**config.mk**
```make
export PLATFORM = sky130hd
export DESIGN_NAME = exponential_window_fir_unit_flat
export DESIGN_NICKNAME = d
export VERILOG_FILES = /design/src/ewf_pkg.sv /design/src/ewf_if.sv /design/src/exponential_window_fir_unit.sv /design/src/flat_wrapper.sv
export SDC_FILE = /design/constraint.sdc
export NUM_CORES = 2
export LEC_CHECK = 0
export BUFFER_PORTS_ARGS = -buffer_cell sky130_fd_sc_hd__clkbuf_2
export CAP_MARGIN = 5
export CELL_PAD_IN_SITES_DETAIL_PLACEMENT = 1
export CELL_PAD_IN_SITES_GLOBAL_PLACEMENT = 1
export CORE_MARGIN = 4
export CORE_UTILIZATION = 30
export CTS_CLUSTER_DIAMETER = 120
export CTS_CLUSTER_SIZE = 8
export DETAILED_ROUTE_END_ITERATION = 8
export PLACE_DENSITY_LB_ADDON = 0.1
export SETUP_SLACK_MARGIN = 0.02
export SYNTH_ARGS = -nofsm -noshare
export SYNTH_HDL_FRONTEND = slang
export SYNTH_SLANG_ARGS = --single-unit
```
**constraint.sdc**
```tcl
create_clock -name clk -period 11.1 [get_ports clk]
set_input_delay 0.555 -clock clk [delete_from_list [all_inputs] [get_ports clk]]
set_output_delay 0.555 -clock clk [all_outputs]
set_load 0.03 [all_outputs]
```
**src/ewf_pkg.sv**
```systemverilog
package ewf_pkg;

	localparam int SAMPLE_W  = 16;
	localparam int TAP_W     = 17;
	localparam int DECAY_W   = 16;
	localparam int GAIN_W    = 17;
	localparam int LENCFG_W  = 6;
	localparam int CFG_W     = 17;
	localparam int CFG_IDX_W = 2;

	localparam int ONE_Q16   = 65536;
	localparam int DECAY_RST = 60000;
	localparam int GAIN_RST  = 4096;
	localparam int LEN_RST   = 32;

	// The accumulator is split here for the two partial products with the gain.
	localparam int LO_W  = 24;
	localparam int SHIFT = 32;

	typedef enum logic [CFG_IDX_W-1:0] {
		REG_TAP_DECAY   = 2'd0,
		REG_NORM_GAIN   = 2'd1,
		REG_TAPS_IN_USE = 2'd2
	} cfg_reg_t;

	typedef enum logic [2:0] {
		ST_IDLE,
		ST_READ,
		ST_DRAIN,
		ST_MUL_LO,
		ST_MUL_HI,
		ST_OUT
	} step_t;

	// A step repeats itself while its hold condition is true.
	typedef enum logic [1:0] {
		HOLD_NEVER,
		HOLD_NO_INPUT,
		HOLD_MORE_TAPS,
		HOLD_OUT_BUSY
	} hold_t;

	typedef struct packed {
		logic  take_in;
		logic  rd_issue;
		logic  mul_lo;
		logic  mul_hi;
		logic  out_load;
		hold_t hold;
		step_t next;
	} ctl_t;

	function automatic ctl_t ucode(step_t s);
		ctl_t w;
		w = '0;
		w.hold = HOLD_NEVER;
		w.next = ST_IDLE;
		case (s)
			ST_IDLE: begin
				w.take_in = 1'b1;
				w.hold    = HOLD_NO_INPUT;
				w.next    = ST_READ;
			end
			ST_READ: begin
				w.rd_issue = 1'b1;
				w.hold     = HOLD_MORE_TAPS;
				w.next     = ST_DRAIN;
			end
			ST_DRAIN: begin
				w.next = ST_MUL_LO;
			end
			ST_MUL_LO: begin
				w.mul_lo = 1'b1;
				w.next   = ST_MUL_HI;
			end
			ST_MUL_HI: begin
				w.mul_hi = 1'b1;
				w.next   = ST_OUT;
			end
			ST_OUT: begin
				w.out_load = 1'b1;
				w.hold     = HOLD_OUT_BUSY;
				w.next     = ST_IDLE;
			end
			default: begin
				w.next = ST_IDLE;
			end
		endcase
		return w;
	endfunction

endpackage

```
**src/ewf_if.sv**
```systemverilog
interface ewf_in_if;
	logic                                 valid;
	logic                                 ready;
	logic signed [ewf_pkg::SAMPLE_W-1:0] sample;

	modport source (output valid, output sample, input ready);
	modport sink (input valid, input sample, output ready);
endinterface

interface ewf_out_if;
	logic                                 valid;
	logic                                 ready;
	logic signed [ewf_pkg::SAMPLE_W-1:0] filtered;

	modport source (output valid, output filtered, input ready);
	modport sink (input valid, input filtered, output ready);
endinterface

```
**src/exponential_window_fir_unit.sv**
```systemverilog
// Channel   Direction  Payload            Width
// samples   sink       sample             16, signed
// results   source     filtered           16, signed
// cfg       write      cfg_idx, cfg_data  2, 17
//
// An item passes from acceptance to a loaded result through one accept step, one
// history read per tap through the single shared multiply-accumulate, one drain
// step, two steps of partial products with the gain and one output load.
// A result waiting in the output register stalls the load step only; reset clears
// the history through per-entry valid bits, so no clearing pass is needed.
module exponential_window_fir_unit #(
	parameter int MAX_TAPS = 32
) (
	input  logic                            clk,
	input  logic                            arst_n,
	ewf_in_if.sink                          samples,
	ewf_out_if.source                       results,
	input  logic                            cfg_we,
	input  logic [ewf_pkg::CFG_IDX_W-1:0]   cfg_idx,
	input  logic [ewf_pkg::CFG_W-1:0]       cfg_data
);

	localparam int SLOT_W  = $clog2(MAX_TAPS);
	localparam int LEN_W   = $clog2(MAX_TAPS + 1);
	localparam int CMP_W   = (LEN_W > ewf_pkg::LENCFG_W) ? LEN_W : ewf_pkg::LENCFG_W;
	localparam int LEN_RST = (ewf_pkg::LEN_RST > MAX_TAPS) ? MAX_TAPS : ewf_pkg::LEN_RST;
	localparam int MACP_W  = ewf_pkg::SAMPLE_W + ewf_pkg::TAP_W + 1;
	localparam int TPROD_W = ewf_pkg::TAP_W + ewf_pkg::DECAY_W;
	localparam int ACC_W   = 32 + $clog2(MAX_TAPS);
	localparam int HI_W    = ACC_W - ewf_pkg::LO_W;
	localparam int PLO_W   = ewf_pkg::LO_W + ewf_pkg::GAIN_W;
	localparam int PHI_W   = HI_W + ewf_pkg::GAIN_W + 1;
	localparam int PROD_W  = ACC_W + ewf_pkg::GAIN_W + 1;
	localparam int RES_W   = PROD_W - ewf_pkg::SHIFT;
	localparam logic [PROD_W-1:0] RND = PROD_W'(1) << (ewf_pkg::SHIFT - 1);
	localparam logic signed [RES_W-1:0] SAT_HI = RES_W'(32767);
	localparam logic signed [RES_W-1:0] SAT_LO = RES_W'(-32768);

	logic [ewf_pkg::DECAY_W-1:0] decay_q;
	logic [ewf_pkg::GAIN_W-1:0]  gain_q;
	logic [LEN_W-1:0]            len_q;
	logic [CMP_W-1:0]            len_req;
	logic [LEN_W-1:0]            len_wr;
	logic                        len_clr;

	ewf_pkg::step_t step_q;
	ewf_pkg::step_t step_d;
	ewf_pkg::ctl_t  ctl;
	logic           hold;
	logic           in_acc;
	logic           out_busy;
	logic           out_fire;

	logic signed [ewf_pkg::SAMPLE_W-1:0] hist_mem [MAX_TAPS];
	logic [MAX_TAPS-1:0]                 hist_vld_q;
	logic [SLOT_W-1:0]                   slot_q;
	logic [LEN_W-1:0]                    slot_inc;
	logic [SLOT_W-1:0]                   slot_next;

	logic [SLOT_W-1:0]                   rd_idx_q;
	logic [LEN_W-1:0]                    cnt_q;
	logic signed [ewf_pkg::SAMPLE_W-1:0] rd_data_s1;
	logic                                rd_vld_s1;
	logic                                mac_en_s1;
	logic signed [ewf_pkg::SAMPLE_W-1:0] rd_sample;
	logic signed [MACP_W-1:0]            mac_prod;
	logic [ewf_pkg::TAP_W-1:0]           tap_q;
	logic [TPROD_W-1:0]                  tap_prod;
	logic signed [ACC_W-1:0]             acc_q;
	logic signed [HI_W-1:0]              acc_hi;
	logic [PLO_W-1:0]                    plo_q;
	logic signed [PHI_W-1:0]             phi_q;
	logic [PROD_W-1:0]                   sum_w;
	logic signed [RES_W-1:0]             res;
	logic [ewf_pkg::SAMPLE_W-1:0]        sat;

	logic                                out_valid_q;
	logic [ewf_pkg::SAMPLE_W-1:0]        out_data_q;

	// Configuration registers. A length of zero is held as one, a length above
	// the history depth as the depth.
	always_comb begin
		len_req = CMP_W'(cfg_data[ewf_pkg::LENCFG_W-1:0]);
		if (len_req == '0) begin
			len_req = CMP_W'(1);
		end else if (len_req > CMP_W'(MAX_TAPS)) begin
			len_req = CMP_W'(MAX_TAPS);
		end
		len_wr  = LEN_W'(len_req);
		len_clr = cfg_we && (cfg_idx == ewf_pkg::REG_TAPS_IN_USE);
	end

	always_ff @(posedge clk or negedge arst_n) begin
		if (!arst_n) begin
			decay_q <= ewf_pkg::DECAY_W'(ewf_pkg::DECAY_RST);
			gain_q  <= ewf_pkg::GAIN_W'(ewf_pkg::GAIN_RST);
			len_q   <= LEN_W'(LEN_RST);
		end else if (cfg_we) begin
			case (ewf_pkg::cfg_reg_t'(cfg_idx))
				ewf_pkg::REG_TAP_DECAY:   decay_q <= cfg_data[ewf_pkg::DECAY_W-1:0];
				ewf_pkg::REG_NORM_GAIN:   gain_q  <= cfg_data[ewf_pkg::GAIN_W-1:0];
				ewf_pkg::REG_TAPS_IN_USE: len_q   <= len_wr;
				default: ;
			endcase
		end
	end

	// Sequencer: the step register fetches its control word from the program.
	always_ff @(posedge clk or negedge arst_n) begin
		if (!arst_n) begin
			step_q <= ewf_pkg::ST_IDLE;
		end else begin
			step_q <= step_d;
		end
	end

	always_comb begin
		ctl      = ewf_pkg::ucode(step_q);
		out_busy = out_valid_q && !results.ready;
		case (ctl.hold)
			ewf_pkg::HOLD_NEVER:     hold = 1'b0;
			ewf_pkg::HOLD_NO_INPUT:  hold = !samples.valid;
			ewf_pkg::HOLD_MORE_TAPS: hold = (cnt_q != LEN_W'(1));
			ewf_pkg::HOLD_OUT_BUSY:  hold = out_busy;
			default:                 hold = 1'b0;
		endcase
		step_d   = hold ? step_q : ctl.next;
		in_acc   = samples.valid && ctl.take_in;
		out_fire = ctl.out_load && !out_busy;
	end

	assign samples.ready = ctl.take_in;

	// History write slot and per-entry valid bits.
	always_comb begin
		slot_inc  = LEN_W'(slot_q) + LEN_W'(1);
		slot_next = (slot_inc >= len_q) ? '0 : SLOT_W'(slot_inc);
	end

	always_ff @(posedge clk or negedge arst_n) begin
		if (!arst_n) begin
			slot_q     <= '0;
			hist_vld_q <= '0;
		end else if (len_clr) begin
			slot_q     <= '0;
			hist_vld_q <= '0;
		end else begin
			if (in_acc) begin
				hist_vld_q[slot_q] <= 1'b1;
			end
			if (out_fire) begin
				slot_q <= slot_next;
			end
		end
	end

	always_ff @(posedge clk) begin
		if (in_acc) begin
			hist_mem[slot_q] <= samples.sample;
		end
		rd_data_s1 <= hist_mem[rd_idx_q];
	end

	always_ff @(posedge clk or negedge arst_n) begin
		if (!arst_n) begin
			mac_en_s1 <= 1'b0;
		end else begin
			mac_en_s1 <= ctl.rd_issue;
		end
	end

	// Shared multiply-accumulate and the tap recurrence.
	always_comb begin
		rd_sample = rd_vld_s1 ? rd_data_s1 : '0;
		mac_prod  = rd_sample * $signed({1'b0, tap_q});
		tap_prod  = tap_q * decay_q;
		acc_hi    = acc_q[ACC_W-1:ewf_pkg::LO_W];
	end

	always_ff @(posedge clk) begin
		rd_vld_s1 <= hist_vld_q[rd_idx_q];
		if (in_acc) begin
			rd_idx_q <= slot_q;
			cnt_q    <= len_q;
			acc_q    <= '0;
			tap_q    <= ewf_pkg::TAP_W'(ewf_pkg::ONE_Q16);
		end else if (ctl.rd_issue) begin
			// Walk back from the newest sample, wrapping at the active length.
			rd_idx_q <= (rd_idx_q == '0) ? SLOT_W'(len_q - LEN_W'(1)) : rd_idx_q - SLOT_W'(1);
			cnt_q    <= cnt_q - LEN_W'(1);
		end
		if (mac_en_s1) begin
			acc_q <= acc_q + ACC_W'(mac_prod);
			tap_q <= tap_prod[TPROD_W-1:ewf_pkg::DECAY_W];
		end
		if (ctl.mul_lo) begin
			plo_q <= PLO_W'(acc_q[ewf_pkg::LO_W-1:0]) * PLO_W'(gain_q);
		end
		if (ctl.mul_hi) begin
			phi_q <= acc_hi * $signed({1'b0, gain_q});
		end
	end

	// Recombine the partial products, round half up, shift down and saturate.
	always_comb begin
		sum_w = (PROD_W'(phi_q) << ewf_pkg::LO_W) + PROD_W'(plo_q) + RND;
		res   = $signed(sum_w[PROD_W-1:ewf_pkg::SHIFT]);
		if (res > SAT_HI) begin
			sat = SAT_HI[ewf_pkg::SAMPLE_W-1:0];
		end else if (res < SAT_LO) begin
			sat = SAT_LO[ewf_pkg::SAMPLE_W-1:0];
		end else begin
			sat = res[ewf_pkg::SAMPLE_W-1:0];
		end
	end

	always_ff @(posedge clk or negedge arst_n) begin
		if (!arst_n) begin
			out_valid_q <= 1'b0;
		end else if (out_fire) begin
			out_valid_q <= 1'b1;
		end else if (results.ready) begin
			out_valid_q <= 1'b0;
		end
	end

	always_ff @(posedge clk) begin
		if (out_fire) begin
			out_data_q <= sat;
		end
	end

	assign results.valid    = out_valid_q;
	assign results.filtered = out_data_q;

endmodule

```
**src/flat_wrapper.sv**
```systemverilog
// flat-port wrapper written by rule: the top's interface ports become plain ports
module exponential_window_fir_unit_flat 
#(
	parameter int MAX_TAPS = 32
)
  (clk, arst_n, cfg_we, cfg_idx, cfg_data, samples_valid, samples_sample, samples_ready, results_valid, results_filtered, results_ready);
  ewf_in_if samples_i ();
  ewf_out_if results_i ();
  input  logic clk;
  input  logic arst_n;
  input  logic cfg_we;
  input  logic [ewf_pkg::CFG_IDX_W-1:0] cfg_idx;
  input  logic [ewf_pkg::CFG_W-1:0] cfg_data;
  input wire logic [$bits(samples_i.valid)-1:0] samples_valid;
  input wire logic [$bits(samples_i.sample)-1:0] samples_sample;
  output wire logic [$bits(samples_i.ready)-1:0] samples_ready;
  output wire logic [$bits(results_i.valid)-1:0] results_valid;
  output wire logic [$bits(results_i.filtered)-1:0] results_filtered;
  input wire logic [$bits(results_i.ready)-1:0] results_ready;
  assign samples_i.valid = samples_valid;
  assign samples_i.sample = samples_sample;
  assign samples_ready = samples_i.ready;
  assign results_valid = results_i.valid;
  assign results_filtered = results_i.filtered;
  assign results_i.ready = results_ready;
  exponential_window_fir_unit #(.MAX_TAPS(MAX_TAPS)) u_core (.clk(clk), .arst_n(arst_n), .samples(samples_i), .results(results_i), .cfg_we(cfg_we), .cfg_idx(cfg_idx), .cfg_data(cfg_data));
endmodule
```
==> flow_summary.toml <==
[cells_and_area]
layout-drive-gt1-share = 0.09161
layout_common_cells = "1201 x inv_1, 941 x fa_1, 842 x nand2_1"
num-fill-cells = 24180
final_nets = 7401
area_delta_synth_final_pct = 10.24
final_common_cell = "inv_1"
utilization = 0.3335

[drt]
avgRoutedWirePerCell_um = 22.37
vias = 42027
viasPerCell = 4.684
routed_wl_mm = 200.7
drt_first_pass_iters = 5
drtIter0Drc = 2155
drcViolationCount = 0
ant_nets = 0

[timing]
holdWs_ps = 122.3
setup_violations = 0
rsz0062_at_grt = "no"
relSlewSlack = 0.2274
min_period_ps = 8087
finalClockSkew_ps = 60.10
fmax_mhz = 123.7
finalHoldViolCount = 0
worst_slew_pin_slew_ps = 1151
maxSlewViolCount = 0
finalSetupTns_ps = 0
fin_crit_sh = 0.7285

[global_routing]
antenna_found_initial = 12
grt_pass1_vias = 48146
busiest_layer = "met2"
met2_usage = 0.3002
grt_pass1_wl_mm = 309.3
grt_use_total = 0.1772
grt-ovfl-total = 0
grt_max_degree = 68
use_met1 = 0.2452
grt_use_met3 = 0.01916

[yosys]
synthXorXnorAreaFrac = 0.01404
synth_fa_ha_area_frac = 0.3713
synth_edf_count = 641
synthCells = 5972
synthSimpleGateAreaFrac = 0.1139
synth-seq-cells = 739
post_synth_num_cell_types = 72
synth_compound_area_frac = 0.03289
synth_nets = 7447
async_flop_share = 0.1096
ys_warn_count = 0
synthesis.area_sq_um = 67380
synthMuxAreaShare = 0.06293
ys_seq_area_frac = 0.3210
synth_flop_cell = "edfxtp_1"
syn_area_per_cell_sq_um = 11.28
synth_top_family_by_area = "adder cells"

[floorplanning]
dieHeight_um = 481.9
rows = 173
dieWidth_um = 481.9
io-pin-count = 58
core_area_sq_um = 222700
die_area_sq_um = 232200
initial_core_util = 0.3025

[clocking]
h-tree-depth = 3
cts_tree = "done"
clock-root-buffer = "clkbuf_16"
cts_resized = 0
clk_path_buf_depth = 3
cts_made_buffers = 105
clock_latency_ps = 750
cts.sinks = 739
cts.reportedPaths.clkPinSlew_ps = 60

[setup_path]
endpoint_kind = "flip-flop"
cp-start-kind = "flip-flop"
worstPathArrival_ps = 8580
crit_path_max_fanout = 67
worstPathRequired_ps = 11590
critPathKind = "flip-flop to flip-flop"

[placed_design]
gp_congestion = 0.7925
io_buffers = 57
place_hpwl_mm = 143.4

[run]
maxCapViolations = 0

[min_path]
hp-class = "input port to flip-flop"

[outcome]
status = "complete, no violations"
kinds of logic (layout without fill, tap and decap cells):
logic type | after synthesis | in the layout
multiplexers | 207 | 207
XOR/XNOR | 108 | 108
buffers and inverters | 1507 | 1528
adder cells (fa/ha/maj) | 1435 | 1435
other | 0 | 5
AO/OA/AOI/OAI | 344 | 344
flip-flops | 739 | 739
AND/OR/NAND/NOR | 1632 | 1632
synthesized netlist by cell type, types with 5 or more instances:
library cell	instances	area, sq um
inv_1	1201	4508
fa_1	941	18840
nand2_1	843	3164
edfxtp_1	641	19250
ha_1	494	6181
and2_1	327	2046
clkbuf_1	285	1070
mux4_2	170	3829
nor2_1	166	623.1
and3_1	131	819.5
a21oi_1	91	455.4
o21ai_0	76	380.4
dfrtp_1	72	1802
xnor2_1	67	586.8
xor2_1	41	359.1
a21o_1	39	292.8
o21a_1	37	277.8
mux2_2	33	371.6
nand2b_1	33	206.5
nand3_1	28	140.1
nor3_1	22	110.1
nand4_1	19	118.9
a211oi_1	18	135.1
dfxtp_1	17	340.3
buf_1	16	60.06
or2_2	16	100.1
a31oi_1	15	93.84
nor2b_1	15	93.84
dfstp_2	9	236.5
nand3b_1	9	67.56
o21bai_1	9	67.56
o31ai_1	6	45.04
o211ai_1	5	37.54
o22ai_1	5	31.28
what timing repair did:
| action | CTS | global route |
|---|---|---|
| setup buffers | 0 | 0 |
| hold buffers | 1 | 0 |
| hold endpoints to repair | 29 | 0 |
| setup endpoints to repair | 0 | 0 |
area by class of cell:
type | count | area, sq um | area share
inverter | 1205 | 4523 | 0.06090
tap | 2975 | 3722 | 0.05011
antenna | 5 | 12.51 | 0.0001685
multi-input combinational | 3726 | 40290 | 0.5424
timing repair buffer | 149 | 980.9 | 0.01321
clock buffer | 163 | 2877 | 0.03873
clock inverter | 11 | 244.0 | 0.003285
sequential | 739 | 21630 | 0.2912
per-layer routing:
metal	part of all wire	vias to the layer above	routed length, um
met4	0.021	0	4170
met3	0.027	187	5408
li1	-	18868	-
met5	0	-	0
met1	0.46	22494	93070
met2	0.49	478	98040
through the flow:
stage / instances / setup WS (ps) / area (sq um)
after floorplan: 5972 / 4602 / 67380
after global placement: 8792 / 3135 / 71130
after detailed placement: 8792 / 2980 / 71130
after CTS: 8967 / 3029 / 74260
after global routing: 8970 / 2457 / 74270
final: 8973 / 3013 / 74280
state kept, by name (all words and copies together) (netlist names), 3 cells and up:
name and flops:
u_core.phi_q 31, u_core.cnt_q 6, u_core.results.filtered 16, u_core.tap_q 17, u_core.rd_data_s1 16, u_core.slot_q 5, u_core.step_q 3, u_core.rd_idx_q 5
u_core.hist_vld_q 32, u_core.decay_q 16, u_core.gain_q 17, u_core.hist_mem 512, u_core.len_q 6, u_core.acc_q 37, u_core.plo_q 17
worst paths after layout:
path,from,to,slack [ps],depth (start not counted)
setup / recovery,u_core.rd_vld_s1,u_core.acc_q[35],3010,21
hold / removal,cfg_data[16],u_core.gain_q[16],120,2
setup reg to reg,u_core.rd_vld_s1,u_core.acc_q[35],3010,21
hold reg to reg,u_core.hist_vld_q[28],u_core.hist_vld_q[28],490,1
max in group asynchronous,arst_n,u_core.gain_q[2],9470,3
min in group asynchronous,arst_n,u_core.step_q[2],350,2
critical path, cell delays in order (launching register included):
cell       delay, ps
dfxtp_2          990
buf_4            590
and2_1           410
nand2_1          140
fa_1             570
inv_1             60
fa_1             550
fa_1             440
fa_1             470
fa_1             490
inv_1             50
fa_1             490
inv_1             50
ha_1             350
a211oi_1         370
nand2_1          170
or2_2            300
o221ai_1         410
a22oi_2          160
a2111oi_0        450
o21bai_1         130
mux2i_1          120
Power is not shown: default switching activity piles up to over one toggle a cycle in this logic, so the estimate is an artifact.
